==> config.mk <==
export PLATFORM = sky130hd
export DESIGN_NAME = i2c_master_write_read_flat
export DESIGN_NICKNAME = d
export VERILOG_FILES = /design/src/design/i2cm_pkg.sv /design/src/design/i2cm_ifs.sv /design/src/design/i2cm_front.sv /design/src/design/i2cm_wbuf.sv /design/src/design/i2cm_engine.sv /design/src/design/i2c_master_write_read.sv /design/src/flat_wrapper.sv
export SDC_FILE = /design/constraint.sdc
export NUM_CORES = 1
export LEC_CHECK = 0
export ABC_AREA = 1
export BUFFER_PORTS_ARGS = -buffer_cell sky130_fd_sc_hd__buf_4
export CORE_AREA = 2 2 178 180
export DETAILED_ROUTE_END_ITERATION = 16
export DIE_AREA = 0 0 180 182
export GPL_TIMING_DRIVEN = 0
export HOLD_SLACK_MARGIN = 0.08
export PLACE_DENSITY_LB_ADDON = 0.05
export SLEW_MARGIN = 20
export SYNTH_ARGS = -nofsm -noshare
export SYNTH_HDL_FRONTEND = slang
export SYNTH_HIERARCHICAL = 1
export SYNTH_SLANG_ARGS = --single-unit
==> constraint.sdc <==
create_clock -name clk -period 5.5 [get_ports clk]
set_clock_uncertainty 0.2 [all_clocks]
set_input_delay 0.825 -clock clk [delete_from_list [all_inputs] [get_ports clk]]
set_output_delay 0.825 -clock clk [all_outputs]
set_load 0.01 [all_outputs]
==> src/design/i2cm_pkg.sv <==
// Shared types and constants for the I2C master engine.
`timescale 1ns / 1ps
`default_nettype none
package i2cm_pkg;

  localparam int unsigned HP_W     = 16;
  localparam logic [HP_W-1:0] HP_RESET = 16'd5;

  // Opcodes on the command channel
  localparam logic [1:0] OP_BEGIN = 2'd0;
  localparam logic [1:0] OP_PUSH  = 2'd1;
  localparam logic [1:0] OP_TICK  = 2'd2;

  // Transaction status codes
  localparam logic [1:0] ST_OK        = 2'd0;
  localparam logic [1:0] ST_ADDR_NACK = 2'd1;
  localparam logic [1:0] ST_DATA_NACK = 2'd2;

  typedef enum logic [1:0] {
    CMD_BEGIN,
    CMD_PUSH,
    CMD_TICK,
    CMD_NOP
  } cmd_kind_t;

  typedef struct packed {
    cmd_kind_t  kind;
    logic [6:0] addr;
    logic [4:0] wcount;
    logic [7:0] rcount;
    logic [7:0] wbyte;
    logic       sda;
  } cmd_t;

  typedef struct packed {
    logic       scl;
    logic       sda;
    logic       busy;
    logic       rvalid;
    logic [7:0] rdata;
    logic       rlast;
    logic       done;
    logic [1:0] status;
  } res_t;

  // Write buffer control and status
  typedef struct packed {
    logic       push;
    logic       pop;
    logic       flush;
    logic [7:0] data;
  } wbuf_ctl_t;

  typedef struct packed {
    logic       empty;
    logic       full;
    logic [7:0] head;
  } wbuf_stat_t;

endpackage
`default_nettype wire

==> src/design/i2cm_ifs.sv <==
// Channel interfaces: command input, result output and configuration write.
`timescale 1ns / 1ps
`default_nettype none
interface i2cm_in_if;
  logic       valid;
  logic       ready;
  logic [1:0] opcode;
  logic [6:0] target_address;
  logic [4:0] write_count;
  logic [7:0] read_count;
  logic [7:0] write_byte;
  logic       sda_in;

  modport source (output valid, opcode, target_address, write_count, read_count,
                  write_byte, sda_in, input ready);
  modport sink (input valid, opcode, target_address, write_count, read_count,
                write_byte, sda_in, output ready);
endinterface

interface i2cm_out_if;
  logic       valid;
  logic       ready;
  logic       scl_out;
  logic       sda_out;
  logic       busy_res;
  logic       read_valid;
  logic [7:0] read_data;
  logic       read_last;
  logic       done_res;
  logic [1:0] status;

  modport source (output valid, scl_out, sda_out, busy_res, read_valid, read_data,
                  read_last, done_res, status, input ready);
  modport sink (input valid, scl_out, sda_out, busy_res, read_valid, read_data,
                read_last, done_res, status, output ready);
endinterface

interface i2cm_cfg_if;
  logic        valid;
  logic        ready;
  logic [15:0] data;

  modport source (output valid, data, input ready);
  modport sink (input valid, data, output ready);
endinterface
`default_nettype wire

==> src/design/i2cm_front.sv <==
// Front end: decodes incoming transactions and holds them in a two-entry queue.
`timescale 1ns / 1ps
`default_nettype none
module i2cm_front
  import i2cm_pkg::*;
(
  input  wire logic       clk,
  input  wire logic       rst_n,
  input  wire logic       in_valid,
  output logic            in_ready,
  input  wire logic [1:0] in_opcode,
  input  wire logic [6:0] in_addr,
  input  wire logic [4:0] in_wcount,
  input  wire logic [7:0] in_rcount,
  input  wire logic [7:0] in_wbyte,
  input  wire logic       in_sda,
  output logic            q_valid,
  input  wire logic       q_ready,
  output cmd_t            q_cmd
);

  cmd_t       q_r [2];
  logic       wr_ptr_r, wr_ptr_nxt;
  logic       rd_ptr_r, rd_ptr_nxt;
  logic [1:0] cnt_r, cnt_nxt;
  cmd_t       dec;
  logic       push, pop;

  always_comb begin
    dec.addr   = in_addr;
    dec.wcount = in_wcount;
    dec.rcount = in_rcount;
    dec.wbyte  = in_wbyte;
    dec.sda    = in_sda;
    unique case (in_opcode)
      OP_BEGIN: dec.kind = CMD_BEGIN;
      OP_PUSH:  dec.kind = CMD_PUSH;
      OP_TICK:  dec.kind = CMD_TICK;
      default:  dec.kind = CMD_NOP;
    endcase
  end

  assign in_ready = (cnt_r != 2'd2);
  assign q_valid  = (cnt_r != 2'd0);
  assign q_cmd    = q_r[rd_ptr_r];
  assign push     = in_valid && in_ready;
  assign pop      = q_valid && q_ready;

  always_comb begin
    wr_ptr_nxt = push ? ~wr_ptr_r : wr_ptr_r;
    rd_ptr_nxt = pop ? ~rd_ptr_r : rd_ptr_r;
    cnt_nxt    = cnt_r + {1'b0, push} - {1'b0, pop};
  end

  always_ff @(posedge clk) begin
    if (!rst_n) begin
      wr_ptr_r <= 1'b0;
      rd_ptr_r <= 1'b0;
      cnt_r    <= 2'd0;
    end else begin
      wr_ptr_r <= wr_ptr_nxt;
      rd_ptr_r <= rd_ptr_nxt;
      cnt_r    <= cnt_nxt;
    end
  end

  always_ff @(posedge clk) begin
    if (push) begin
      q_r[wr_ptr_r] <= dec;
    end
  end

endmodule
`default_nettype wire

==> src/design/i2cm_wbuf.sv <==
// Write data buffer: circular memory with a prefetched head byte.
`timescale 1ns / 1ps
`default_nettype none
module i2cm_wbuf
  import i2cm_pkg::*;
#(
  parameter int unsigned DEPTH = 16
)(
  input  wire logic clk,
  input  wire logic rst_n,
  input  wbuf_ctl_t ctl,
  output wbuf_stat_t stat
);

  localparam int unsigned AW = (DEPTH > 1) ? $clog2(DEPTH) : 1;
  localparam int unsigned FW = $clog2(DEPTH + 1);
  localparam logic [AW-1:0] LAST = AW'(DEPTH - 1);

  logic [7:0]    mem [DEPTH];
  logic [AW-1:0] wr_ptr_r, wr_ptr_nxt;
  logic [AW-1:0] rd_ptr_r, rd_ptr_nxt;
  logic [FW-1:0] fill_r, fill_nxt;
  logic [7:0]    head_r;

  always_comb begin
    wr_ptr_nxt = wr_ptr_r;
    rd_ptr_nxt = rd_ptr_r;
    fill_nxt   = fill_r;
    if (ctl.flush) begin
      wr_ptr_nxt = '0;
      rd_ptr_nxt = '0;
      fill_nxt   = '0;
    end else if (ctl.push) begin
      wr_ptr_nxt = (wr_ptr_r == LAST) ? '0 : wr_ptr_r + 1'b1;
      fill_nxt   = fill_r + 1'b1;
    end else if (ctl.pop) begin
      rd_ptr_nxt = (rd_ptr_r == LAST) ? '0 : rd_ptr_r + 1'b1;
      fill_nxt   = fill_r - 1'b1;
    end
  end

  always_ff @(posedge clk) begin
    if (!rst_n) begin
      wr_ptr_r <= '0;
      rd_ptr_r <= '0;
      fill_r   <= '0;
    end else begin
      wr_ptr_r <= wr_ptr_nxt;
      rd_ptr_r <= rd_ptr_nxt;
      fill_r   <= fill_nxt;
    end
  end

  // head byte is read ahead at the next read pointer; bypass a push into it
  always_ff @(posedge clk) begin
    if (ctl.push && !ctl.flush) begin
      mem[wr_ptr_r] <= ctl.data;
    end
    if (ctl.push && !ctl.flush && (wr_ptr_r == rd_ptr_nxt)) begin
      head_r <= ctl.data;
    end else begin
      head_r <= mem[rd_ptr_nxt];
    end
  end

  assign stat.empty = (fill_r == '0);
  assign stat.full  = (fill_r == FW'(DEPTH));
  assign stat.head  = head_r;

endmodule
`default_nettype wire

==> src/design/i2cm_engine.sv <==
// Back end: bus phase sequencer, bit shifter and registered result stage.
`timescale 1ns / 1ps
`default_nettype none
module i2cm_engine
  import i2cm_pkg::*;
(
  input  wire logic             clk,
  input  wire logic             rst_n,
  input  wire logic             q_valid,
  output logic                  q_ready,
  input  cmd_t                  q_cmd,
  input  wire logic             cfg_wr,
  input  wire logic [HP_W-1:0]  cfg_data,
  output wbuf_ctl_t             wctl,
  input  wbuf_stat_t            wstat,
  output logic                  out_valid,
  input  wire logic             out_ready,
  output res_t                  out_res
);

  typedef enum logic [4:0] {
    PH_IDLE, PH_ST0, PH_ST1, PH_ST2, PH_ST3,
    PH_WB_SET, PH_WB_HIGH, PH_WB_LOW,
    PH_WA_REL, PH_WA_HIGH, PH_WA_LOW,
    PH_RB_LOW, PH_RB_HIGH,
    PH_RA_SET, PH_RA_HIGH, PH_RA_LOW,
    PH_SP0, PH_SP1, PH_SP2
  } phase_t;

  typedef enum logic [1:0] {
    KIND_WADDR,
    KIND_RADDR,
    KIND_DATA
  } kind_t;

  phase_t          phase_r, phase_nxt, enter_ph;
  kind_t           kind_r, kind_nxt;
  logic [HP_W-1:0] hp_r;
  logic [HP_W-1:0] tick_r, tick_nxt;
  logic [2:0]      bit_r, bit_nxt;
  logic [7:0]      shift_r, shift_nxt;
  logic [4:0]      wleft_r, wleft_nxt;
  logic [7:0]      rleft_r, rleft_nxt, rleft_dec;
  logic [6:0]      addr_r, addr_nxt;
  logic [1:0]      status_r, status_nxt;
  logic            scl_r, scl_nxt;
  logic            sda_r, sda_nxt;
  logic            out_valid_r;
  res_t            res_r, res_nxt;
  logic            take;
  logic            enter_en;
  logic [HP_W-1:0] half;
  logic [HP_W:0]   tick_sum;

  assign take      = q_valid && (!out_valid_r || out_ready);
  assign q_ready   = !out_valid_r || out_ready;
  assign half      = (hp_r == '0) ? HP_W'(1) : hp_r;
  assign tick_sum  = {1'b0, tick_r} + 1'b1;
  assign rleft_dec = (rleft_r != 8'd0) ? rleft_r - 8'd1 : 8'd0;

  always_comb begin
    phase_nxt  = phase_r;
    kind_nxt   = kind_r;
    tick_nxt   = tick_r;
    bit_nxt    = bit_r;
    shift_nxt  = shift_r;
    wleft_nxt  = wleft_r;
    rleft_nxt  = rleft_r;
    addr_nxt   = addr_r;
    status_nxt = status_r;
    scl_nxt    = scl_r;
    sda_nxt    = sda_r;
    enter_en   = 1'b0;
    enter_ph   = PH_IDLE;
    wctl       = '0;
    wctl.data  = q_cmd.wbyte;
    res_nxt    = '0;

    case (q_cmd.kind)
      CMD_BEGIN: begin
        if (phase_r == PH_IDLE) begin
          addr_nxt   = q_cmd.addr;
          wleft_nxt  = q_cmd.wcount;
          rleft_nxt  = q_cmd.rcount;
          status_nxt = ST_OK;
          kind_nxt   = (q_cmd.wcount == 5'd0 && q_cmd.rcount != 8'd0) ? KIND_RADDR
                                                                      : KIND_WADDR;
          enter_en   = 1'b1;
          enter_ph   = PH_ST0;
        end
      end
      CMD_PUSH: begin
        wctl.push = !wstat.full;
      end
      CMD_TICK: begin
        if (phase_r != PH_IDLE) begin
          tick_nxt = tick_sum[HP_W-1:0];
          if (tick_sum >= {1'b0, half}) begin
            enter_en = 1'b1;
            unique case (phase_r)
              PH_ST0:     enter_ph = PH_ST1;
              PH_ST1:     enter_ph = PH_ST2;
              PH_ST2:     enter_ph = PH_ST3;
              PH_ST3: begin
                shift_nxt = {addr_r, kind_r == KIND_RADDR};
                bit_nxt   = 3'd7;
                enter_ph  = PH_WB_SET;
              end
              PH_WB_SET:  enter_ph = PH_WB_HIGH;
              PH_WB_HIGH: enter_ph = PH_WB_LOW;
              PH_WB_LOW: begin
                if (bit_r == 3'd0) begin
                  enter_ph = PH_WA_REL;
                end else begin
                  bit_nxt  = bit_r - 3'd1;
                  enter_ph = PH_WB_SET;
                end
              end
              PH_WA_REL:  enter_ph = PH_WA_HIGH;
              PH_WA_HIGH: begin
                // keep the ACK level: zero means acknowledged
                shift_nxt = {7'd0, q_cmd.sda};
                enter_ph  = PH_WA_LOW;
              end
              PH_WA_LOW: begin
                if (shift_r != 8'd0) begin
                  status_nxt = (kind_r == KIND_DATA) ? ST_DATA_NACK : ST_ADDR_NACK;
                  enter_ph   = PH_SP0;
                end else if (kind_r == KIND_RADDR) begin
                  bit_nxt   = 3'd7;
                  shift_nxt = 8'd0;
                  enter_ph  = PH_RB_LOW;
                end else if (wleft_r != 5'd0) begin
                  wleft_nxt = wleft_r - 5'd1;
                  kind_nxt  = KIND_DATA;
                  shift_nxt = wstat.empty ? 8'd0 : wstat.head;
                  wctl.pop  = !wstat.empty;
                  bit_nxt   = 3'd7;
                  enter_ph  = PH_WB_SET;
                end else if (rleft_r != 8'd0) begin
                  kind_nxt = KIND_RADDR;
                  enter_ph = PH_ST0;
                end else begin
                  status_nxt = ST_OK;
                  enter_ph   = PH_SP0;
                end
              end
              PH_RB_LOW:  enter_ph = PH_RB_HIGH;
              PH_RB_HIGH: begin
                if (q_cmd.sda) begin
                  shift_nxt[bit_r] = 1'b1;
                end
                if (bit_r == 3'd0) begin
                  enter_ph = PH_RA_SET;
                end else begin
                  bit_nxt  = bit_r - 3'd1;
                  enter_ph = PH_RB_LOW;
                end
              end
              PH_RA_SET:  enter_ph = PH_RA_HIGH;
              PH_RA_HIGH: enter_ph = PH_RA_LOW;
              PH_RA_LOW: begin
                res_nxt.rvalid = 1'b1;
                res_nxt.rdata  = shift_r;
                res_nxt.rlast  = (rleft_r <= 8'd1);
                rleft_nxt      = rleft_dec;
                if (rleft_dec != 8'd0) begin
                  bit_nxt   = 3'd7;
                  shift_nxt = 8'd0;
                  enter_ph  = PH_RB_LOW;
                end else begin
                  status_nxt = ST_OK;
                  enter_ph   = PH_SP0;
                end
              end
              PH_SP0:     enter_ph = PH_SP1;
              PH_SP1:     enter_ph = PH_SP2;
              PH_SP2: begin
                res_nxt.done = 1'b1;
                wctl.flush   = 1'b1;
                enter_ph     = PH_IDLE;
              end
              default:    enter_ph = PH_IDLE;
            endcase
          end
        end
      end
      default: ;
    endcase

    // line levels change on phase entry
    if (enter_en) begin
      phase_nxt = enter_ph;
      tick_nxt  = '0;
      unique case (enter_ph)
        PH_ST0:     sda_nxt = 1'b1;
        PH_ST1:     scl_nxt = 1'b1;
        PH_ST2:     sda_nxt = 1'b0;
        PH_ST3:     scl_nxt = 1'b0;
        PH_WB_SET:  sda_nxt = shift_nxt[bit_nxt];
        PH_WB_HIGH: scl_nxt = 1'b1;
        PH_WB_LOW:  scl_nxt = 1'b0;
        PH_WA_REL:  sda_nxt = 1'b1;
        PH_WA_HIGH: scl_nxt = 1'b1;
        PH_WA_LOW:  scl_nxt = 1'b0;
        PH_RB_LOW: begin
          scl_nxt = 1'b0;
          sda_nxt = 1'b1;
        end
        PH_RB_HIGH: scl_nxt = 1'b1;
        PH_RA_SET: begin
          scl_nxt = 1'b0;
          sda_nxt = (rleft_nxt > 8'd1) ? 1'b0 : 1'b1;
        end
        PH_RA_HIGH: scl_nxt = 1'b1;
        PH_RA_LOW:  scl_nxt = 1'b0;
        PH_SP0:     sda_nxt = 1'b0;
        PH_SP1:     scl_nxt = 1'b1;
        PH_SP2:     sda_nxt = 1'b1;
        default: begin
          scl_nxt = 1'b1;
          sda_nxt = 1'b1;
        end
      endcase
    end

    res_nxt.scl    = scl_nxt;
    res_nxt.sda    = sda_nxt;
    res_nxt.busy   = (phase_nxt != PH_IDLE);
    res_nxt.status = status_nxt;

    if (!take) begin
      wctl.push  = 1'b0;
      wctl.pop   = 1'b0;
      wctl.flush = 1'b0;
    end
  end

  always_ff @(posedge clk) begin
    if (!rst_n) begin
      phase_r     <= PH_IDLE;
      kind_r      <= KIND_WADDR;
      hp_r        <= HP_RESET;
      tick_r      <= '0;
      bit_r       <= 3'd7;
      shift_r     <= 8'd0;
      wleft_r     <= 5'd0;
      rleft_r     <= 8'd0;
      addr_r      <= 7'd0;
      status_r    <= ST_OK;
      scl_r       <= 1'b1;
      sda_r       <= 1'b1;
      out_valid_r <= 1'b0;
    end else begin
      if (cfg_wr) begin
        hp_r <= cfg_data;
      end
      if (take) begin
        phase_r  <= phase_nxt;
        kind_r   <= kind_nxt;
        tick_r   <= tick_nxt;
        bit_r    <= bit_nxt;
        shift_r  <= shift_nxt;
        wleft_r  <= wleft_nxt;
        rleft_r  <= rleft_nxt;
        addr_r   <= addr_nxt;
        status_r <= status_nxt;
        scl_r    <= scl_nxt;
        sda_r    <= sda_nxt;
      end
      if (take) begin
        out_valid_r <= 1'b1;
      end else if (out_ready) begin
        out_valid_r <= 1'b0;
      end
    end
  end

  always_ff @(posedge clk) begin
    if (take) begin
      res_r <= res_nxt;
    end
  end

  assign out_valid = out_valid_r;
  assign out_res   = res_r;

endmodule
`default_nettype wire

==> src/design/i2c_master_write_read.sv <==
// I2C master engine top level: front end, write buffer and phase engine.
//
// Channels: in_if carries one command per transaction: begin (address, write and
// read counts), queue a write byte, or a time tick with the sampled SDA level.
// Every accepted command yields exactly one result on out_if: SCL/SDA levels,
// busy, an optional received byte (read_valid/read_data/read_last), done and the
// status of the last bus transfer. cfg_if writes half_period_ticks (always ready)
// and must only be used while the engine is idle.
// An accepted command is held in the command queue and its result is registered.
// Throughput: one command per cycle while out_if.ready stays high; every command is
// a single state update of the phase engine, and the two-entry command queue plus
// the result register let both sides stall independently.
// Reset (rst_n low, synchronous) empties the queue and the write buffer, drops
// any pending result, releases both lines and restores half_period_ticks to 5.
// When out_if.ready is low the result is held; the queue keeps taking commands
// until its two entries are full, then in_if.ready drops.
`timescale 1ns / 1ps
`default_nettype none
module i2c_master_write_read
  import i2cm_pkg::*;
#(
  parameter int unsigned WRITE_DEPTH = 16
)(
  input  wire logic  clk,
  input  wire logic  rst_n,
  i2cm_in_if.sink    in_if,
  i2cm_out_if.source out_if,
  i2cm_cfg_if.sink   cfg_if
);

  logic       q_valid;
  logic       q_ready;
  cmd_t       q_cmd;
  wbuf_ctl_t  wctl;
  wbuf_stat_t wstat;
  res_t       res;

  assign cfg_if.ready = 1'b1;

  i2cm_front u_front (
    .clk       (clk),
    .rst_n     (rst_n),
    .in_valid  (in_if.valid),
    .in_ready  (in_if.ready),
    .in_opcode (in_if.opcode),
    .in_addr   (in_if.target_address),
    .in_wcount (in_if.write_count),
    .in_rcount (in_if.read_count),
    .in_wbyte  (in_if.write_byte),
    .in_sda    (in_if.sda_in),
    .q_valid   (q_valid),
    .q_ready   (q_ready),
    .q_cmd     (q_cmd)
  );

  i2cm_wbuf #(
    .DEPTH (WRITE_DEPTH)
  ) u_wbuf (
    .clk   (clk),
    .rst_n (rst_n),
    .ctl   (wctl),
    .stat  (wstat)
  );

  i2cm_engine u_engine (
    .clk       (clk),
    .rst_n     (rst_n),
    .q_valid   (q_valid),
    .q_ready   (q_ready),
    .q_cmd     (q_cmd),
    .cfg_wr    (cfg_if.valid),
    .cfg_data  (cfg_if.data),
    .wctl      (wctl),
    .wstat     (wstat),
    .out_valid (out_if.valid),
    .out_ready (out_if.ready),
    .out_res   (res)
  );

  assign out_if.scl_out    = res.scl;
  assign out_if.sda_out    = res.sda;
  assign out_if.busy_res   = res.busy;
  assign out_if.read_valid = res.rvalid;
  assign out_if.read_data  = res.rdata;
  assign out_if.read_last  = res.rlast;
  assign out_if.done_res   = res.done;
  assign out_if.status     = res.status;

endmodule
`default_nettype wire

==> src/flat_wrapper.sv <==
// flat-port wrapper written by rule: the top's interface ports become plain ports
module i2c_master_write_read_flat import i2cm_pkg::*;
#(
  parameter int unsigned WRITE_DEPTH = 16
)
  (clk, rst_n, in_if_valid, in_if_opcode, in_if_target_address, in_if_write_count, in_if_read_count, in_if_write_byte, in_if_sda_in, in_if_ready, out_if_valid, out_if_scl_out, out_if_sda_out, out_if_busy_res, out_if_read_valid, out_if_read_data, out_if_read_last, out_if_done_res, out_if_status, out_if_ready, cfg_if_valid, cfg_if_data, cfg_if_ready);
  i2cm_in_if in_if_i ();
  i2cm_out_if out_if_i ();
  i2cm_cfg_if cfg_if_i ();
  input  wire logic clk;
  input  wire logic rst_n;
  input wire logic [$bits(in_if_i.valid)-1:0] in_if_valid;
  input wire logic [$bits(in_if_i.opcode)-1:0] in_if_opcode;
  input wire logic [$bits(in_if_i.target_address)-1:0] in_if_target_address;
  input wire logic [$bits(in_if_i.write_count)-1:0] in_if_write_count;
  input wire logic [$bits(in_if_i.read_count)-1:0] in_if_read_count;
  input wire logic [$bits(in_if_i.write_byte)-1:0] in_if_write_byte;
  input wire logic [$bits(in_if_i.sda_in)-1:0] in_if_sda_in;
  output wire logic [$bits(in_if_i.ready)-1:0] in_if_ready;
  output wire logic [$bits(out_if_i.valid)-1:0] out_if_valid;
  output wire logic [$bits(out_if_i.scl_out)-1:0] out_if_scl_out;
  output wire logic [$bits(out_if_i.sda_out)-1:0] out_if_sda_out;
  output wire logic [$bits(out_if_i.busy_res)-1:0] out_if_busy_res;
  output wire logic [$bits(out_if_i.read_valid)-1:0] out_if_read_valid;
  output wire logic [$bits(out_if_i.read_data)-1:0] out_if_read_data;
  output wire logic [$bits(out_if_i.read_last)-1:0] out_if_read_last;
  output wire logic [$bits(out_if_i.done_res)-1:0] out_if_done_res;
  output wire logic [$bits(out_if_i.status)-1:0] out_if_status;
  input wire logic [$bits(out_if_i.ready)-1:0] out_if_ready;
  input wire logic [$bits(cfg_if_i.valid)-1:0] cfg_if_valid;
  input wire logic [$bits(cfg_if_i.data)-1:0] cfg_if_data;
  output wire logic [$bits(cfg_if_i.ready)-1:0] cfg_if_ready;
  assign in_if_i.valid = in_if_valid;
  assign in_if_i.opcode = in_if_opcode;
  assign in_if_i.target_address = in_if_target_address;
  assign in_if_i.write_count = in_if_write_count;
  assign in_if_i.read_count = in_if_read_count;
  assign in_if_i.write_byte = in_if_write_byte;
  assign in_if_i.sda_in = in_if_sda_in;
  assign in_if_ready = in_if_i.ready;
  assign out_if_valid = out_if_i.valid;
  assign out_if_scl_out = out_if_i.scl_out;
  assign out_if_sda_out = out_if_i.sda_out;
  assign out_if_busy_res = out_if_i.busy_res;
  assign out_if_read_valid = out_if_i.read_valid;
  assign out_if_read_data = out_if_i.read_data;
  assign out_if_read_last = out_if_i.read_last;
  assign out_if_done_res = out_if_i.done_res;
  assign out_if_status = out_if_i.status;
  assign out_if_i.ready = out_if_ready;
  assign cfg_if_i.valid = cfg_if_valid;
  assign cfg_if_i.data = cfg_if_data;
  assign cfg_if_ready = cfg_if_i.ready;
  i2c_master_write_read #(.WRITE_DEPTH(WRITE_DEPTH)) u_core (.clk(clk), .rst_n(rst_n), .in_if(in_if_i), .out_if(out_if_i), .cfg_if(cfg_if_i));
endmodule
# After elaboration in Yosys (flattened, before gate mapping)
# Memory sizes are Yosys's and may differ from the RTL's. A register that Yosys moved wholly into a read port is not among the register bits.
# Cells that the tools add are included.
# totals
memories,2
output_inout_bits,19
ramBits,190
input_bits,52
elab_cells,256
ff_bits,108
# mem_list
memory,words,width,read_ports,rd_clocked_by_memory_dff,wr,line,rtl
u_core.u_wbuf.mem,16,8,1,1,1,i2cm_wbuf.sv:19,logic [7:0] mem [DEPTH];
u_core.u_front.q_r,2,31,1,1,1,i2cm_front.sv:22,cmd_t q_r [2];
# classes
n_eq_ne,54
bitwise,4
n_addsub,10
muxes,111
magnitude_cmp,6
n_reduce_logical,42
# ops
op,count
8-bit 2-to-1 mux,14
5-bit 2-to-1 mux,17
5-bit one-hot mux with 17 select lines,1
5-bit by 4-bit equality test with 1-bit output (second input constant),16
16-bit 2-to-1 mux,4
5-bit by 3-bit equality test with 1-bit output (second input constant),8
2-bit 2-to-1 mux,20
8-bit one-hot mux with 5 select lines,1
5-bit equality test (second input constant),7
8-bit nonzero test,4
3-bit 2-to-1 mux,10
1-bit 2-to-1 mux,24
4-bit 2-to-1 mux,6
5-bit by 2-bit equality test with 1-bit output (second input constant),4
5-bit one-hot mux with 2 select lines,2
9-bit AND reduction,2
16-bit by 1-bit adder with 17-bit output (second input constant),1
17-bit by 16-bit greater-or-equal comparator with 1-bit output,1
16-bit logical NOT,1
8-bit one-hot mux with 2 select lines,1
5-bit logical NOT,3
5-bit nonzero test,3
2-bit inequality test (second input constant),7
2-bit one-hot mux with 2 select lines,3
other kinds (37),67

# Logic depth before layout (Yosys ltp)
# logic_depth
word_depth,14
depth_mapped,28
ltp_nobuf,28

# Modules after synthesis
# Netlist, hierarchy kept.
# modules_own_cells
module,cells_each,instances,area_per_inst_um2,seq_area_each_um2
i2cm_engine,978,1,6436.2,1981.9
i2cm_wbuf,638,1,6341.1,4184.0
i2cm_front,134,1,2487.4,1961.9
i2c_master_write_read,2,1,11.3,0.0

# Worst setup path before layout
# No wires, ideal clock.
# synth_timing
path_type,reg2reg
startpoint,register u_core.u_engine.tick_r[2]
endpoint,"memory u_core.u_wbuf.mem[3][0], enable pin"
n_path_buf,3
setup_slack_ps,1379
setup_ps,370
period_less_slack_ps,4121
arrival_time_ps,3550
required_time_ps,4930
path_stages_with_launch,23
cell_sequence,dfxtp_1 nand3_1 nor3_1 and3_1 nand3_1 nor2_1 nand3_1 nor2_1 xor2_1 ha_1 inv_1 o211ai_1 inv_1 nand2_1 nor2_2 nand3_2 buf_6 buf_6 nand3_1 inv_1 clkbuf_1 or2_2 nor2_1
# synth_rtl
element,line,rtl
from (decl),i2cm_engine.sv:39,"logic [HP_W-1:0] tick_r, tick_nxt;"
from (signal assigned),i2cm_engine.sv:261,tick_r <= tick_nxt;
to (decl),i2cm_wbuf.sv:19,

==> metrics.md <==
| Metric | Value |
|---|---|
| Vias per inst | `between 5 and 6` |
| Top-Level Pins | `a little over 70` |
| DRT iter0 DRCs | `1157` |
| Final min period | `approximately 5.3 ns` |
| Worst path required time | `5.45 ns` |
| Top_reg_cell synth | `edfxtp_1` |
| Nets | `~2k` |
| DR DRC count | `0` |
| Signal arrival time at the worst endpoint | `5.20 ns` |
| Top cells by area, synth | `edfxtp_1 40%, dfxtp_1 13%, nand2_1 11%, inv_1 5.7%, nand3_1 5.5%` |
| Clk buf depth | `3` |
| Drt wl/cell | `approximately 18 um` |
| Synth Warn # | `6` |
| Clk sinks | `303` |
| Rel. slew slack | `0.352` |
| Syn Area/Cell | `about 8.7 um2` |
| RePlAce Congestion | `0.908` |
| Share of cells above drive strength 1 | `0.135` |
| Max-Cap Viols | `0` |
| Part of the cycle the worst path needs | `0.956` |
| Finished Layout Cells | `about 2.3k` |
| Htree depth | `2` |
| Chip height | `182 um` |
| Diode count | `0` |
| Total Routing Usage GR | `0.248` |
| Top cell type's share of synthesized area | `0.405` |
| CP Max Fanout | `10` |
| Setup CP Type | `flip-flop to flip-flop` |
| EDFF count, synth | `~210` |
| Final hold slack | `0.261 ns` |
| PD cells | `between 400 and 500 nW/um2` |
| Cell Area, Synth | `between 15000 and 20000 um2` |
| Drt pass-1 iters | `8` |
| CTS buffer count | `35` |
| Fmax | `around 190 MHz` |
| Max rail drop VDD | `0.310 mV` |
| Total congestion overflow | `0` |
| Vias in the first global route | `11.4k` |
| RSZ-0062 raised after global routing | `true` |
| Detail Route Antenna Nets | `0` |
| Asr flop ratio synth | `0` |
| Fillers | `~2.8k` |
| Clk_lat worst skew | `0.53 ns` |
| First-pass GRT wire length | `roughly 63000 um` |
| Core ar. | `31000 um2` |
| CP Capture Type | `flip-flop` |
| Effective utilization at floorplan | `0.493` |
| Least-Margin Pin Slew | `slightly below 1 ns` |
| Largest net degree at the start of global routing | `26` |
| TritonCTS clock tree | `built` |
| Slew Viols, Final | `0` |
| Via count | `between 10k and 15k` |
| Syn_nets | `roughly 1.8k` |
| Endpoints failing setup | `0` |
| DIE AREA | `32800 um2` |
| Die X | `180 um` |
| Initial antenna violation count | `1` |
| Area grow syn2layout | `14.7%` |
| CTS root buffer | `clkbuf_16` |
| FP Rows | `65` |
| Startpoint Class | `flip-flop` |
| Synth area leader | `edfxtp_1` |
| Yosys reg bits | `303` |
| Lkg Pwr | `~7.4 nW` |
| Synth cell types | `53` |
| Final wirelength | `around 41000 um` |
| CTS clk-pin slew, worst paths | `~0.060 ns` |
| Final Hold Viols | `0` |
| Synthesized instance count | `between 1.5k and 2k` |
| Status | `complete, no violations` |
| Post-Place Cells | `between 2k and 2.5k` |
| HPWL Detailed | `29600 um` |
| Sequential element share of the synthesized area | `0.532` |
| Worst hold path class | `flip-flop to flip-flop` |
| PortBufs | `67` |
## synth_stat cells, types with 15 or more instances
| master | count |
|---|---|
| ha_1 | 31 |
| o211ai_1 | 25 |
| clkbuf_1 | 26 |
| nand4_1 | 21 |
| inv_1 | 232 |
| nor2_1 | 113 |
| edfxtp_1 | 206 |
| nand2_1 | 437 |
| mux2_2 | 31 |
| o21ai_0 | 100 |
| buf_2 | 18 |
| nor3_1 | 16 |
| a21oi_1 | 91 |
| dfxtp_1 | 97 |
| nand3_1 | 169 |
| xor2_1 | 15 |
## cells by family after synthesis
family	Yosys count	share of synthesized area
buffers and inverters	315	0.0875
other	1	0.000245
XOR/XNOR	20	0.0115
adder cells (fa/ha/maj)	32	0.0267
flip-flops	303	0.532
AND/OR/NAND/NOR	810	0.233
AO/OA/AOI/OAI	240	0.0867
multiplexers	31	0.0229
## cells in the final DEF, fill, tap and decap left out, drive strengths merged, types with 13 or more instances in the layout
| cell | count |
|---|---|
| a21oi | 91 |
| buf | 113 |
| clkbuf | 73 |
| clkinv | 13 |
| dfxtp | 97 |
| edfxtp | 206 |
| ha | 31 |
| inv | 244 |
| mux2 | 31 |
| nand2 | 447 |
| nand3 | 178 |
| nand4 | 22 |
| nor2 | 130 |
| nor3 | 19 |
| o211ai | 25 |
| o21ai | 104 |
| xor2 | 15 |
## routing by layer
layer,up-vias,track usage,part of all wire
li1,6047,-,-
met1,5699,0.373,0.48
met2,413,0.372,0.42
met3,48,0.0421,0.072
met4,0,0.0637,0.020
met5,-,0,0
## metrics by stage
step / worst slack, ns / cell area (um2) / power [W] / util / setup TNS, ns
finish: 0.242 / 17500 / 0.00798 / 0.566 / 0
global route: -0.177 / 17500 / 0.00845 / 0.566 / -3.70
CTS: 0.188 / 17500 / 0.00800 / 0.565 / 0
detailed placement: 0.210 / 16400 / 0.00567 / 0.528 / 0
global placement: 0.125 / 16300 / 0.00562 / 0.525 / 0
floorplan: 1.38 / 15300 / 0.00482 / - / 0
## timing repair
action / CTS / global route
hold buffers: 0 / 0
endpoints found under the setup margin: 0 / 96
buffers inserted: 0 / 0
gates resized for setup: 0 / 9
## power by group
group / total [W] / switching (W) / internal, W
logic: 0.00263 / 0.00177 / 0.000854
registers: 0.00303 / 0.000187 / 0.00285
clock network: 0.00232 / 0.000912 / 0.00141
## path summary, 6_finish.rpt
kind | slack (ns) | startpoint | to | cells after the start
min reg2reg | 0.26 | u_core/u_engine/addr_r[6] | u_core/u_engine/addr_r[6] | 2
min | 0.26 | u_core/u_engine/addr_r[6] | u_core/u_engine/addr_r[6] | 2
max | 0.24 | u_core/u_engine/tick_r[0] | u_core/u_wbuf/mem[8][5] | 23
max reg2reg | 0.24 | u_core/u_engine/tick_r[0] | u_core/u_wbuf/mem[8][5] | 23
## sequential cells by signal, summed over array words and instances (netlist names), 5 cells and up, named ones only
signal,flops
u_core/u_engine/phase_r,5
u_core/u_engine/rleft_r,8
u_core/u_front/q_r,62
u_core/u_engine/addr_r,7
u_core/u_engine/wleft_r,5
u_core/u_engine/tick_r,16
u_core/u_engine/shift_r,8
u_core/u_engine/out_res,16
u_core/u_engine/hp_r,16
u_core/u_wbuf/fill_r,5
u_core/u_wbuf/mem,128
## final cells by class
cell class / instances / area [um2] / area share
Clock inverter: 16 / 193 / 0.0110
Buffer: 70 / 417 / 0.0238
Inverter: 245 / 920 / 0.0525
Clock buffer: 47 / 951 / 0.0543
Tap cell: 402 / 503 / 0.0287
Timing Repair Buffer: 69 / 558 / 0.0318
Multi-Input combinational cell: 1134 / 5860 / 0.334
Sequential cell: 303 / 8130 / 0.464
## critical path: stages, from the launching register on
cell and delay, ns:
dfxtp_1 0.41, nand3_1 0.14, nor3_1 0.30, and3_1 0.26
nand3_1 0.12, nor2_1 0.20, nand3_1 0.14, nor2_1 0.14
xor2_1 0.20, ha_1 0.31, inv_1 0.07, o211ai_1 0.09
inv_1 0.06, nand2_1 0.05, nor2_2 0.11, nand3_2 0.15
buf_6 0.19, buf_6 0.14, nand3_1 0.16, inv_1 0.06
clkbuf_1 0.21, nor2_1 0.27, nand2_1 0.24, nor2_1 0.65
(Power assumes the default switching activity.)
